### config.mk
export PLATFORM = sky130hd
export DESIGN_NAME = debug_packet_deframer
export DESIGN_NICKNAME = d
export VERILOG_FILES = /design/src/hw/rtl/dpd_pkg.sv /design/src/hw/rtl/dpd_front.sv /design/src/hw/rtl/dpd_queue.sv /design/src/hw/rtl/dpd_back.sv /design/src/hw/rtl/debug_packet_deframer.sv
export SDC_FILE = /design/constraint.sdc
export NUM_CORES = 1
export LEC_CHECK = 0
export BUFFER_PORTS_ARGS = -buffer_cell sky130_fd_sc_hd__buf_2
export CORE_ASPECT_RATIO = 0.7
export CORE_UTILIZATION = 62
export CTS_BUF_LIST = sky130_fd_sc_hd__clkbuf_8
export CTS_CLUSTER_DIAMETER = 40
export DETAILED_ROUTE_END_ITERATION = 10
export HOLD_SLACK_MARGIN = 0.05
export PLACE_DENSITY = 0.81
export RECOVER_POWER = 100
export SYNTH_ARGS = -nofsm -noshare
export SYNTH_HDL_FRONTEND = slang
export SYNTH_SLANG_ARGS = --single-unit
### constraint.sdc
create_clock -name clk -period 5.5 [get_ports clk]
set_input_delay 0 -clock clk [delete_from_list [all_inputs] [get_ports clk]]
set_output_delay 0 -clock clk [all_outputs]
set_load 0.01 [all_outputs]
### src/hw/rtl/dpd_pkg.sv
// Shared types and constants for the debug packet deframer.
package dpd_pkg;

  localparam int unsigned MaxPayloadDefault = 16384;
  localparam int unsigned QueueDepth = 2;

  localparam logic [7:0] CH_START = 8'h24;  // '$'
  localparam logic [7:0] CH_END   = 8'h23;  // '#'
  localparam logic [7:0] CH_ACK   = 8'h2B;  // '+'
  localparam logic [7:0] CH_NAK   = 8'h2D;  // '-'

  typedef enum logic [1:0] {
    KIND_DATA = 2'd0,
    KIND_GOOD = 2'd1,
    KIND_BAD  = 2'd2
  } kind_t;

  typedef struct packed {
    kind_t       kind;
    logic [7:0]  data;
    logic [14:0] length;
    logic [7:0]  calc_sum;
    logic [7:0]  recv_sum;
  } result_t;

  typedef struct packed {
    logic    push;
    result_t res;
  } push_t;

endpackage

### src/hw/rtl/dpd_front.sv
// Front end: frame tracking, payload sum and checksum digit decode.
module dpd_front #(
  parameter int unsigned MAX_PAYLOAD = dpd_pkg::MaxPayloadDefault
) (
  input  logic          clk,
  input  logic          rst,
  input  logic          in_valid,
  output logic          in_ready,
  input  logic [7:0]    rx_byte,
  input  logic          q_full,
  output dpd_pkg::push_t q_push
);
  import dpd_pkg::*;

  typedef enum logic [3:0] {
    PH_HUNT = 4'b0001,
    PH_DATA = 4'b0010,
    PH_HIGH = 4'b0100,
    PH_LOW  = 4'b1000
  } phase_t;

  localparam logic [14:0] MaxCount = 15'(MAX_PAYLOAD);

  phase_t      phase, phase_next;
  logic [7:0]  running_sum, running_sum_next;
  logic [14:0] payload_count, payload_count_next;
  logic [3:0]  high_digit, high_digit_next;
  logic [7:0]  sum_inc;
  logic [14:0] count_inc;
  logic [3:0]  digit;
  logic [7:0]  recv;
  logic        accept;

  function automatic logic [3:0] hex_value(input logic [7:0] ch);
    logic [3:0] v;
    v = 4'd0;
    if (ch >= 8'h30 && ch <= 8'h39) v = 4'(ch - 8'h30);
    else if (ch >= 8'h41 && ch <= 8'h46) v = 4'(ch - 8'h37);
    else if (ch >= 8'h61 && ch <= 8'h66) v = 4'(ch - 8'h57);
    return v;
  endfunction

  assign in_ready  = !q_full;
  assign accept    = in_valid && in_ready;
  assign sum_inc   = 8'(running_sum + rx_byte);
  assign count_inc = 15'(payload_count + 15'd1);
  assign digit     = hex_value(rx_byte);
  assign recv      = {high_digit, digit};

  always_comb begin
    phase_next         = phase;
    running_sum_next   = running_sum;
    payload_count_next = payload_count;
    high_digit_next    = high_digit;
    q_push             = '0;
    q_push.res.kind    = KIND_DATA;
    if (accept) begin
      unique case (phase)
        PH_HUNT: begin
          if (rx_byte == CH_START) begin
            phase_next         = PH_DATA;
            running_sum_next   = '0;
            payload_count_next = '0;
            high_digit_next    = '0;
          end
        end
        PH_DATA: begin
          if (rx_byte == CH_END) begin
            phase_next = PH_HIGH;
          end else begin
            running_sum_next   = sum_inc;
            payload_count_next = count_inc;
            // full payload: digits follow with no end character
            if (count_inc >= MaxCount) phase_next = PH_HIGH;
            q_push.push     = 1'b1;
            q_push.res.data = rx_byte;
          end
        end
        PH_HIGH: begin
          high_digit_next = digit;
          phase_next      = PH_LOW;
        end
        PH_LOW: begin
          q_push.push            = 1'b1;
          q_push.res.kind        = (recv == running_sum) ? KIND_GOOD : KIND_BAD;
          q_push.res.data        = (recv == running_sum) ? CH_ACK : CH_NAK;
          q_push.res.length      = payload_count;
          q_push.res.calc_sum    = running_sum;
          q_push.res.recv_sum    = recv;
          phase_next             = PH_HUNT;
          running_sum_next       = '0;
          payload_count_next     = '0;
          high_digit_next        = '0;
        end
        default: phase_next = PH_HUNT;
      endcase
    end
  end

  always_ff @(posedge clk) begin
    if (rst) begin
      phase         <= PH_HUNT;
      running_sum   <= '0;
      payload_count <= '0;
      high_digit    <= '0;
    end else begin
      phase         <= phase_next;
      running_sum   <= running_sum_next;
      payload_count <= payload_count_next;
      high_digit    <= high_digit_next;
    end
  end

endmodule

### src/hw/rtl/dpd_queue.sv
// Short result queue between the front end and the output stage.
module dpd_queue (
  input  logic            clk,
  input  logic            rst,
  input  dpd_pkg::push_t  q_push,
  output logic            q_full,
  output logic            q_valid,
  output dpd_pkg::result_t q_head,
  input  logic            q_pop
);
  import dpd_pkg::*;

  localparam int unsigned Depth = QueueDepth;
  localparam int unsigned PtrW  = (Depth > 1) ? $clog2(Depth) : 1;
  localparam int unsigned CntW  = $clog2(Depth + 1);
  localparam logic [PtrW-1:0] LastPtr = PtrW'(Depth - 1);
  localparam logic [CntW-1:0] FullCnt = CntW'(Depth);

  result_t         entries [Depth];
  logic [PtrW-1:0] wr_ptr, rd_ptr;
  logic [CntW-1:0] count;
  logic            do_push, do_pop;

  assign q_full  = (count == FullCnt);
  assign q_valid = (count != '0);
  assign q_head  = entries[rd_ptr];
  assign do_push = q_push.push && !q_full;
  assign do_pop  = q_pop && q_valid;

  always_ff @(posedge clk) begin
    if (do_push) entries[wr_ptr] <= q_push.res;
  end

  always_ff @(posedge clk) begin
    if (rst) begin
      wr_ptr <= '0;
      rd_ptr <= '0;
      count  <= '0;
    end else begin
      if (do_push) wr_ptr <= (wr_ptr == LastPtr) ? '0 : PtrW'(wr_ptr + 1'b1);
      if (do_pop)  rd_ptr <= (rd_ptr == LastPtr) ? '0 : PtrW'(rd_ptr + 1'b1);
      unique case ({do_push, do_pop})
        2'b10:   count <= CntW'(count + 1'b1);
        2'b01:   count <= CntW'(count - 1'b1);
        default: count <= count;
      endcase
    end
  end

endmodule

### src/hw/rtl/dpd_back.sv
// Output stage: registers one result and holds it until the transaction completes.
module dpd_back (
  input  logic             clk,
  input  logic             rst,
  input  logic             q_valid,
  input  dpd_pkg::result_t q_head,
  output logic             q_pop,
  output logic             out_valid,
  input  logic             out_ready,
  output logic [1:0]       out_kind,
  output logic [7:0]       out_byte,
  output logic [14:0]      packet_length,
  output logic [7:0]       calc_sum,
  output logic [7:0]       recv_sum
);
  import dpd_pkg::*;

  result_t held;

  assign q_pop = q_valid && (!out_valid || out_ready);

  always_ff @(posedge clk) begin
    if (rst) begin
      out_valid <= 1'b0;
    end else if (!out_valid || out_ready) begin
      out_valid <= q_valid;
    end
  end

  always_ff @(posedge clk) begin
    if (q_pop) held <= q_head;
  end

  assign out_kind      = held.kind;
  assign out_byte      = held.data;
  assign packet_length = held.length;
  assign calc_sum      = held.calc_sum;
  assign recv_sum      = held.recv_sum;

endmodule

### src/hw/rtl/debug_packet_deframer.sv
// Top level of the debug packet deframer.
// Takes one received character per transaction and sustains one per clock
// while the result queue is not full. Characters before '$' are dropped;
// payload characters come out as kind 0, and after '#' (or once the payload
// reaches MAX_PAYLOAD bytes) two hex digits are decoded into a verdict of
// kind 1 ('+') or kind 2 ('-') carrying the packet length and both checksums.
// When its character is accepted, the front end writes a result into a
// two-entry queue; the output register takes it from the queue head once the
// output is free. The queue lets the input keep flowing for two results while
// the output is stalled; input ready drops when it is full.
module debug_packet_deframer #(
  parameter int unsigned MAX_PAYLOAD = dpd_pkg::MaxPayloadDefault
) (
  input  logic        clk,
  input  logic        rst,
  input  logic        in_valid,
  output logic        in_ready,
  input  logic [7:0]  rx_byte,
  output logic        out_valid,
  input  logic        out_ready,
  output logic [1:0]  out_kind,
  output logic [7:0]  out_byte,
  output logic [14:0] packet_length,
  output logic [7:0]  calc_sum,
  output logic [7:0]  recv_sum
);
  import dpd_pkg::*;

  push_t   q_push;
  logic    q_full, q_valid, q_pop;
  result_t q_head;

  dpd_front #(.MAX_PAYLOAD(MAX_PAYLOAD)) u_front (
    .clk, .rst, .in_valid, .in_ready, .rx_byte, .q_full, .q_push
  );

  dpd_queue u_queue (
    .clk, .rst, .q_push, .q_full, .q_valid, .q_head, .q_pop
  );

  dpd_back u_back (
    .clk, .rst, .q_valid, .q_head, .q_pop,
    .out_valid, .out_ready, .out_kind, .out_byte,
    .packet_length, .calc_sum, .recv_sum
  );

endmodule
# == Word level (Yosys, flattened, before mapping) ==
# Memories as Yosys holds them, arrays and structs flattened. A register that Yosys moved wholly into a read port is not among the register bits.
# Cells that the tools add are included.
# totals
register_bits,36
ram_bits,82
out_inout_bits,43
word_cells,84
memories,1
# mem_list
name,words,width,read_ports,rd_ports_with_merged_regs,wr,line_no,text
u_queue.entries,2,41,1,1,1,dpd_queue.sv:19,result_t entries [Depth];
# classes
add_sub_neg,9
order_cmp,7
eq_ne,13
n_mux,29
n_reduce_logical,17
# ops
op,count
$pmux W15 S3,1
$mux W42,1
$mux W31,1
$mux W15,2
$mux W4,7
$mux W8,3
$pmux W4 S3,2
$pmux W8 S3,1
$eq A8 B6 Y1 const B,2
$ge A8 B7 Y1 const B,2
$le A8 B7 Y1 const B,2
$pmux W8 S2,1
$add A15 B1 Y15 const B,1
$ge A15 B15 Y1 const B,1
$add A8 B8 Y8,1
$eq A8 B8 Y1,1
$ge A8 B6 Y1 const B,1
$le A8 B6 Y1 const B,1
$sub A4 B3 Y4 const B,2
$logic_and A1 B1 Y1,7
$reduce_and A3 Y1,2
$reduce_bool A3 Y1,2
$mux W1,5
$eq A2 B2 Y1 const B,2
20 further kinds,24

# == Longest topological paths before layout ==
# Gate-level depths: netlist of the first run.
# depth
word_depth,12
mapped_depth,11
depth_no_buf,9

# == Cells and area by module ==
# A second synthesis of the first run with hierarchy kept.
# unflattened
hier_cells,519
area_unflattened_um2,6854.1
# modules_own_cells
module,n_inst,cells_per_inst,area_each_um2,seq_area_each_um2
dpd_queue,1,154,3174.3,2562.5
dpd_front,1,319,2393.5,620.6
dpd_back,1,46,1286.2,1251.2

# == Worst setup path before layout of the first run ==
# No wires, ideal clock.
# synth_timing
path_type,register to register
start,register u_front.phase[3]
end,"memory u_queue.entries[1][0] in the netlist's numbering, enable pin"
setup_ps,446
arrival_time_ps,3356
t_required_ps,5054
path_slack_ps,1698
path_stages_with_launch,8
path_cell_list,dfxtp_1 nor4b_4 and3_1 buf_6 and2_2 buf_2 nor2_1 nor2b_1
# synth_between
elab_chain_len,6
word_cells_on_any_way,7
# synth_rtl
element,line_no,text
"start, declared",dpd_front.sv:24,"phase_t phase, phase_next;"
"start signal, assigned",dpd_front.sv:107,phase <= phase_next;
$eq A4 B4 Y1 / $eq A4 B2 Y1 (equally long branches),dpd_front.sv:58,unique case (phase)
$pmux W1 S2 *,dpd_front.sv:58,
$mux W42 *,dpd_front.sv:57,if (accept) begin
$logic_and A1 B1 Y1 *,dpd_queue.sv:27,assign do_push = q_push.push && !q_full;
$mux W1 *,dpd_queue.sv:31,if (do_push) entries[wr_ptr] <= q_push.res;
$mux W1 (implied by the code) *,dpd_queue.sv:31,
"end, declared",dpd_queue.sv:19,
# Every way passes the cells marked *; elsewhere a longest branch is shown, timed or not.

# == Final worst setup path of the first run ==
# layout_timing
start,register u_front.phase[1]
end,"memory u_queue.entries[1][13] in the netlist's numbering, enable pin"
# The elaborated chain is that of the path after synthesis.

==> results of run 1 <==
-- logic make-up (layout without fill, tap and decap cells) --
logic type,Yosys count,count (layout),share of synthesized area (%)
AOI/OAI and AO/OA,56,56,5.44
xor gates and xnor gates,29,29,3.77
adders and majority gates,14,14,2.71
buffers and inverters,22,101,1.67
DFF,159,159,65.5
muxes,44,44,7.34
and+or+nand+nor,160,160,13.6
-- cells in the final DEF (no fill, tap or decap), types with 2 or more instances in the layout --
master,instances
edfxtp_1,123
clkbuf_1,45
mux2_2,40
dfxtp_1,36
nand2_1,32
nor2_1,31
and2_0,29
a21oi_1,25
clkbuf_8,20
nand3_1,19
xnor2_1,15
xor2_1,14
ha_1,13
dlygate4sd3_1,10
buf_2,10
inv_1,8
and3_1,7
o21ai_0,7
nand4_1,6
nor3_1,5
a21o_1,5
a31oi_1,4
or3_1,4
nand2b_1,3
nor4b_1,3
nand3b_1,3
mux2_1,3
and2_2,3
nor2b_1,2
and4_1,2
bufinv_16,2
clkinv_4,2
clkinvlp_4,2
-- synthesized netlist by cell type, drive strengths merged (3+ instances only) --
cell type,count,area [sq um]
nand4,6,37.5
a21oi,25,125
mux2,43,484
xor2,14,123
clkbuf,10,37.5
or3,4,25.0
ha,13,163
nand2b,3,26.3
and2,33,211
nand3,19,95.1
nand3b,3,22.5
o21ai,8,40.0
nor4b,5,80.1
buf,8,60.1
nand2,32,133
and3,7,43.8
dfxtp,36,721
edfxtp,123,3690
xnor2,15,131
inv,4,15.0
nor2b,3,18.8
a21o,5,37.5
nor2,33,126
nor3,5,36.3
a31oi,4,25.0
-- where the power goes --
part | switching, mW | internal [mW]
Sequential | 0.0336 | 1.34
Combinational | 0.107 | 0.0811
Clock | 0.417 | 0.435
-- per-stage QoR --
step | hold WS, ns | utilization (%) | setup WS (ns) | power, mW
2_1_floorplan | 0.0694 | - | 1.70 | 1.52
3_3_place_gp | 0.317 | 67.8 | 2.07 | 1.58
3_5_place_dp | 0.310 | 67.8 | 1.80 | 1.59
4_1_cts | 0.0616 | 72.5 | 1.78 | 2.43
5_1_grt | 0.0791 | 71.5 | 0.882 | 2.49
6_report | 0.0993 | 71.5 | 1.17 | 2.41
-- state kept, by name, summed over array words and instances, names as in the netlist --
name / count
u_back.recv_sum: 8
u_queue.count: 2
u_front.running_sum: 8
u_front.phase: 4
u_back.out_byte: 8
u_queue.entries: 82
u_back.calc_sum: 8
u_back.out_valid: 1
u_front.high_digit: 4
u_front.payload_count: 15
u_back.packet_length: 15
u_back.out_kind: 2
u_queue.rd_ptr: 1
u_queue.wr_ptr: 1
-- worst paths after layout --
check | end | slack [ns] | cells past startpoint
worst min register to register | u_front.high_digit[2]$_SDFFE_PP0P_ | 0.50 | 2
worst min-delay path | u_queue.entries[1][32]$_DFFE_PP_ | 0.1 | 2
worst max register to register | u_queue.entries[1][13]$_DFFE_PP_ | 1.17 | 5
worst max-delay path | u_queue.entries[1][13]$_DFFE_PP_ | 1.17 | 5
-- layer usage --
layer | wire [um] | vias up | global-route usage (%)
met1 | 5850 | 2003 | 31.9
li1 | - | 1920 | -
met2 | 5650 | 134 | 38.0
met3 | 665 | 12 | 6.34
met4 | 144 | 0 | 9.20
met5 | 0 | - | 0
-- area by class of cell --
type                       count  area, sq um
multi-input combinational    303         2170
clock buffer                  20          275
timing repair buffer          65          319
fill                         724         2990
tap                          132          165
inverter                       4         15.0
sequential                   159         4410
clock inverter                12          121
-- worst max-delay path, cell delays in order, from the launching register on --
cell and delay, ns:
dfxtp_1 0.46, nor4b_1 1.24, and3_1 0.52, and2_0 0.44, nor2_1 0.21, nor2b_4 1.06
==> results_dict.tcl, run 1 <==
set metrics [dict create \
    hold_buffers 10 \
    clockRootBuffer "clkbuf_8" \
    setup_viol 0 \
    ys_types 59 \
    h-tree-depth 4 \
    numCtsBuffers 17 \
    fin_setup_tns_ns 0 \
    worstSetupEndpointType "flip-flop" \
    p_leak_nw 2.36 \
    hold_viol_final 0 \
    startpoint "u_front.phase[1]$_SDFFE_PP0P_" \
    violations "max-capacitance violations, max-slew violations" \
    die_h_um 89.2 \
    ios 55 \
    first_pass_iters 4 \
    r2r-start "u_front.phase[1]$_SDFFE_PP0P_" \
    antenna_found_initial 0 \
    routedWlPerCell_um 17.7 \
    power_density_nw_per_um2 322 \
    min_path_type "input port to flip-flop" \
    ant_nets 0 \
    min_from "rx_byte[1]" \
    hpwl_um 7630 \
    worstSkewPairLatency_ns 0.45 \
    rsz0062_at_grt "no" \
    post_cts_buffers 0 \
    clkTransAtPathRegs_ns 0.08 \
    dp_cells 653 \
    drc_errors 0 \
    post-route-cell-area_sq_um 7480 \
    ys_ff_latch 159 \
    routed_wl_um 12300 \
    drive_gt1_share_pct 16.2 \
    grt-ovfl-total 0 \
    critPathArrivalTime_ns 4.39 \
    ir_drop_uv 211 \
    core_sq_um 10500 \
    drv_cap 3 \
    status "finished, violations left" \
    n_antenna_cell 0 \
    grt_pass1_vias 3937 \
    syn_nets 510 \
    clockBufferDepth 2 \
    dpl-instance-area_sq_um 7100 \
    netlist_instances 484 \
    place.gp.congestion 0.864 \
    drtIter0Drc 408 \
    finalCritPeriodShare_pct 78.7 \
    drv_slew 96 \
    dieArea_sq_um 11300 \
    yosys_warnings 0 \
    ys.flop_type "edfxtp_1" \
    critPathMaxFanout 42 \
    syn_avg_cell_area_sq_um 13.9 \
    maxSlewHeadroom_pct -58.8 \
    max_freq_mhz 231 \
    critPathKind "flip-flop to flip-flop" \
    num_rows 31 \
    grt_max_degree 43 \
    cts_tree "yes" \
    grtUsageTotal_pct 23.8 \
    initial_utilization_pct 64.3 \
    worstSetupStartpointType "flip-flop" \
    ys_seq_area_share_pct 65.5 \
    synth_edf_count 123 \
    die_x_um 127 \
    portBuffers 54 \
    nNetsFinal 576 \
    stdcell_count 695 \
    syn_to_final_growth_pct 11.1 \
    via_count 4069 \
    grt_pass1_wl_um 19700 \
    viasPerCell 5.85 \
    fin_skew_ns 0.00733 \
    cts.sinks 159 \
    period_minus_slack_ns 4.33 \
    critPathRequiredTime_ns 5.56 \
    netlist_area_sq_um 6740 \
    worst_pin_slew_ns 2.38 \
    synthArstFlopShare_pct 0 \
    cts_resized 0 \
]
(Power assumes the default switching activity.)
==> inputs of run 2 (changes only) <==
- clock period: 5.5 -> 4.4 ns (I/O delays scaled with it)
==> run 2 against run 1 <==
Net effect: the flow still finishes with violations (max-capacitance violations, max-slew violations); register-to-register slack worse by 0.32 ns; combinational power up 27%; clock power is 28% higher; non-clock buffer count grew 3; clock skew up 0.0031 ns; critical path depth grew 1; global-route usage rose by 0.21 points; first-iteration DRC count shrank 27%; worst setup slack worse by 0.32 ns.
==> results_dict.tcl, run 2 (synthesized netlist as in run 1, its figures left out) <==
set metrics [dict create \
    mostFrequentLayoutCells "edfxtp_1, clkbuf_1, mux2_2, dfxtp_1, nand2_1" \
    dp_cells 657 \
    critPathRequiredTime_ns 4.51 \
    core_sq_um 10500 \
    fin_ws_ns 0.848 \
    stdcell_count 698 \
    startpoint "u_front.phase[1]$_SDFFE_PP0P_" \
    slowest_delay_ns 0.79 \
    drv_slew 86 \
    drv_cap 2 \
    violations "max-capacitance violations, max-slew violations" \
    die_h_um 89.2 \
    finalCritPeriodShare_pct 80.7 \
    fin_skew_ns 0.0104 \
    n_antenna_cell 0 \
    dieArea_sq_um 11300 \
    r2r_end "u_queue.entries[0][15]$_DFFE_PP_" \
    status "finished, violations left" \
    setup_viol 0 \
    worstSetupStartpointType "flip-flop" \
    viasPerCell 5.79 \
    antenna_found_initial 0 \
    fin_setup_tns_ns 0 \
    critPathKind "flip-flop to flip-flop" \
    clockBufferDepth 2 \
    num_rows 31 \
    post-route-cell-area_sq_um 7510 \
    grtUsageTotal_pct 24.0 \
    largest_register_ffs 82 \
    routed_wl_um 12600 \
    period_minus_slack_ns 3.55 \
    worst_pin_slew_ns 2.44 \
    numCtsBuffers 17 \
    min_path_type "input port to flip-flop" \
    fin_hold_ws_ns 0.117 \
    syn_to_final_growth_pct 11.4 \
    dpl-instance-area_sq_um 7130 \
    drtIter0Drc 299 \
    dp_slack_ns 1.13 \
    ant_nets 0 \
    clockRootBuffer "clkbuf_8" \
    fill_cells 712 \
    hpwl_um 7880 \
    crit_end "u_queue.entries[0][15]$_DFFE_PP_" \
    portBuffers 54 \
    max_freq_mhz 282 \
    drc_errors 0 \
    final_core_util_pct 71.7 \
    clkTransAtPathRegs_ns 0.08 \
    ir_drop_uv 201 \
    grt_pass1_vias 3995 \
    drive_gt1_share_pct 16.8 \
    routedWlPerCell_um 18.0 \
    grt-ovfl-total 0 \
    nNetsFinal 579 \
    ios 55 \
    total_power_mw 3.05 \
    maxSlewHeadroom_pct -62.7 \
    cpMaxStageDelayCell "nor2_4" \
    initial_utilization_pct 64.3 \
    first_pass_iters 5 \
    post_cts_buffers 0 \
    rsz0062_at_grt "no" \
    hold_viol_final 0 \
    grt_pass1_wl_um 20100 \
    final_common_cell "edfxtp_1" \
    timing.reg2reg.setup_slack_ns 0.85 \
    critPathArrivalTime_ns 3.66 \
    top_register "u_queue.entries" \
    power_density_nw_per_um2 406 \
    worstSetupEndpointType "flip-flop" \
    grt_max_degree 43 \
    place.gp.congestion 0.851 \
    reg2reg_depth 6 \
    via_count 4042 \
    cts_tree "yes" \
    worstSkewPairLatency_ns 0.45 \
    worstPathCellList "nor4b_4 > and3_1 > and2_0 > nor2_1 > nor2_4 > clkbuf_1" \
    r2r-start "u_front.phase[1]$_SDFFE_PP0P_" \
    h-tree-depth 4 \
    p_leak_nw 2.36 \
    cts.sinks 159 \
    die_x_um 127 \
    critPathMaxFanout 29 \
]
## run 2: cell types whose count changed in the layout (fill, tap and decap cells not counted), moves of 2 or more
| cell | change |
|---|---|
| mux2_1 | -2 |
| clkbuf_8 | -2 |
| clkbuf_1 | +2 |
| mux2_2 | +2 |
| clkinv_2 | +2 |
## run 2: worst max-delay path, delay by kind of cell (launching register included)
kind,cells,cell delay (ns)
buffers and inverters,1,0.39
flip-flops,1,0.47
AND/OR/NAND/NOR,5,2.34
## run 2: timing repair
item,in CTS,in global routing
resized for setup,0,0
hold endpoints to repair,32,0
hold buffers,9,0
## run 2: layout make-up
class	count	area, sq um	area share, %
clock buffers	18	248	3.30
clock inverters	14	153	2.03
inverters	4	15.0	0.200
multi-input cells	303	2180	29.1
flip-flops and latches	159	4410	58.8
well taps	132	165	2.20
repair buffers	68	329	4.38
## run 2: metal layers
| layer | vias to the layer above | part of all wire [%] | wire length (um) | global-route usage (%) |
|---|---|---|---|---|
| met5 | - | 0 | 0 | 0 |
| met4 | 0 | 1.6 | 206 | 10.1 |
| met3 | 21 | 5.2 | 658 | 5.92 |
| met2 | 127 | 45 | 5670 | 37.9 |
| met1 | 1970 | 48 | 6050 | 32.6 |
| li1 | 1924 | - | - | - |
## run 2: worst min path at each step
| stage | from | end | depth (start not counted) |
|---|---|---|---|
| after floorplan | rst | u_front.running_sum[7]$_SDFFE_PP0P_ | 1 |
| after global placement | out_ready | u_back.out_valid$_SDFFE_PP0N_ | 3 |
| after detailed placement | out_ready | u_back.out_valid$_SDFFE_PP0N_ | 3 |
| after CTS | rx_byte[1] | u_queue.entries[1][32]$_DFFE_PP_ | 2 |
| after global routing | rx_byte[2] | u_queue.entries[0][33]$_DFFE_PP_ | 3 |
| final | rx_byte[1] | u_queue.entries[1][32]$_DFFE_PP_ | 2 |
## run 2: power by group
group | switching (mW) | leakage [nW] | internal [mW]
sequential | 0.0464 | 1.30 | 1.67
combinational | 0.134 | 0.848 | 0.104
clock | 0.527 | 0.214 | 0.567
total | 0.707 | 2.36 | 2.34
==> inputs of run 3 (changes only) <==
- CORE_UTILIZATION: 62 -> 56
- PLACE_DENSITY: 0.81 -> 0.77
- clock period: 4.4 -> 3.2 ns (I/O delays scaled with it)
==> run 3 against run 2 <==
Net effect: the run still ends with max-capacitance violations, max-slew violations left; final cell count grew 3.9%; fmax grew 24%; combinational power grew 37%; critical endpoint is now u_queue.entries[1][12]$_DFFE_PP_; first-iteration DRC count shrank 29%.
==> results_dict.tcl, run 3 (synthesized netlist as in run 1, its figures left out) <==
set metrics [dict create \
    r2r_end "u_queue.entries[1][12]$_DFFE_PP_" \
    num_rows 33 \
    reg2reg_depth 8 \
    via_count 4050 \
    swShare_pct 23.0 \
    drv_slew 43 \
    intPower_mw 3.22 \
    grt-ovfl-total 0 \
    startpoint "u_front.phase[1]$_SDFFE_PP0P_" \
    antenna_found_initial 0 \
    holdPathStages 3 \
    worstSkewPairLatency_ns 0.44 \
    worst_pin_slew_ns 1.98 \
    maxSlewHeadroom_pct -32.5 \
    timing.reg2reg.setup_slack_ns 0.34 \
    violations "max-capacitance violations, max-slew violations" \
    post_cts_buffers 0 \
    n_antenna_cell 0 \
    hpwl_um 7660 \
    grt_max_degree 43 \
    place.gp.congestion 0.912 \
    die_x_um 133 \
    status "finished, violations left" \
    ant_nets 0 \
    grtUsageTotal_pct 21.3 \
    power_density_nw_per_um2 552 \
    power_frac_comb_pct 7.8 \
    core_sq_um 11700 \
    initial_utilization_pct 57.5 \
    clkTransAtPathRegs_ns 0.09 \
    fin_hold_ws_ns 0.119 \
    clockRootBuffer "clkbuf_8" \
    rsz0062_at_grt "no" \
    die_h_um 93.8 \
    syn_to_final_growth_pct 12.3 \
    final_common_cell "edfxtp_1" \
    worstSetupEndpointType "flip-flop" \
    cts_tree "yes" \
    critPathRequiredTime_ns 3.27 \
    h-tree-depth 4 \
    worstSetupStartpointType "flip-flop" \
    fin_skew_ns 0.0113 \
    hold_viol_final 0 \
    cts.sinks 159 \
    numCtsBuffers 17 \
    drtIter0Drc 212 \
    routedWlPerCell_um 17.1 \
    max_freq_mhz 350 \
    viasPerCell 5.59 \
    setup_viol 0 \
    p_sw_uw 958 \
    min_from "rx_byte[2]" \
    mostFrequentLayoutCells "edfxtp_1, clkbuf_1, mux2_2, dfxtp_1, nand2_1" \
    pwr-share-seq_pct 56.4 \
    pwr-share-clk_pct 35.8 \
    drc_errors 0 \
    grt_pass1_vias 3998 \
    min_path_type "input port to flip-flop" \
    routed_wl_um 12400 \
    portBuffers 54 \
    ir_drop_uv 276 \
    finalCritPeriodShare_pct 89.2 \
    r2r-start "u_front.phase[1]$_SDFFE_PP0P_" \
    holdPathEnd "u_queue.entries[0][33]$_DFFE_PP_" \
    dieArea_sq_um 12500 \
    ios 55 \
    p_leak_nw 2.40 \
    clockBufferDepth 2 \
    period_minus_slack_ns 2.86 \
    largest_register_ffs 82 \
    critPathArrivalTime_ns 2.93 \
    fin_setup_tns_ns 0 \
    nNetsFinal 582 \
    first_pass_iters 5 \
    drive_gt1_share_pct 16.9 \
    drv_cap 1 \
    grt_pass1_wl_um 20000 \
    top_register "u_queue.entries" \
    critPathKind "flip-flop to flip-flop" \
    critPathMaxFanout 41 \
]
run 3: changes by cell type in the layout (fill, tap and decap cells not counted), sizes merged:
cell	before	now
buf	11	13
dlygate4sd3	9	11
clkbuf	66	65
clkinv	4	3
run 3: final cells by class:
cell class,instances,area (sq um)
Tap cell,157,196
Fill cell,888,4160
Timing Repair Buffer,71,365
Multi-Input combinational cell,303,2180
Clock inverter,13,150
Inverter,4,15.0
Sequential cell,159,4410
Clock buffer,18,248
run 3: per-stage QoR:
step	utilization [%]	worst slack, ns	power [mW]	area, sq um	std cells
after floorplan	-	0.189	2.62	6740	484
after global placement	61.4	0.687	2.72	7190	683
after detailed placement	61.4	0.609	2.73	7190	683
after CTS	65.7	0.567	4.22	7700	725
after global routing	64.5	0.163	4.32	7570	725
final	64.5	0.344	4.17	7570	725
run 3: worst max-delay path by stage:
stage,endpoint,slack [ns],cells after the start
2_1_floorplan,u_queue.entries[1][0]$_DFFE_PP_,0.19,7
4_1_cts,u_queue.count[1]$_SDFFE_PP0P_,0.57,10
5_1_grt,u_queue.entries[1][12]$_DFFE_PP_,0.16,8
3_5_place_dp,u_queue.count[1]$_SDFFE_PP0P_,0.61,9
3_3_place_gp,u_queue.count[1]$_SDFFE_PP0P_,0.69,9
6_report,u_queue.entries[1][12]$_DFFE_PP_,0.34,8
run 3: what timing repair did:
action / 4_1_cts / 5_1_grt
hold buffers: 11 / 0
gates resized for setup: 0 / 0
endpoints found under the hold margin: 34 / 0
run 3: worst max-delay path, cell delays in order, from the launching register on:
cell	delay [ns]
dfxtp_1	0.47
nor4b_1	0.33
buf_4	0.23
and3_1	0.16
buf_4	0.17
and2_2	0.26
nor2_1	0.14
nor2b_4	0.13
clkbuf_4	0.56
run 3: routing by layer:
layer / part of all wire [%] / global-route usage [%] / routed length [um] / vias up
li1: - / - / - / 1938
met1: 48 / 29.3 / 5910 / 1965
met2: 45 / 32.6 / 5580 / 118
met3: 5.1 / 4.37 / 635 / 29
met4: 2.2 / 10.4 / 267 / 0
met5: 0 / 0 / 0 / -
run 3: power by group through the flow:
| stage | Clock (mW) | Sequential [mW] | Combinational, mW |
|---|---|---|---|
| after CTS | 1.52 | 2.36 | 0.343 |
| after global routing | 1.59 | 2.37 | 0.358 |
| final | 1.49 | 2.35 | 0.326 |
| after detailed placement | 0 | 2.40 | 0.330 |
| after floorplan | 0 | 2.40 | 0.217 |
| after global placement | 0 | 2.40 | 0.324 |
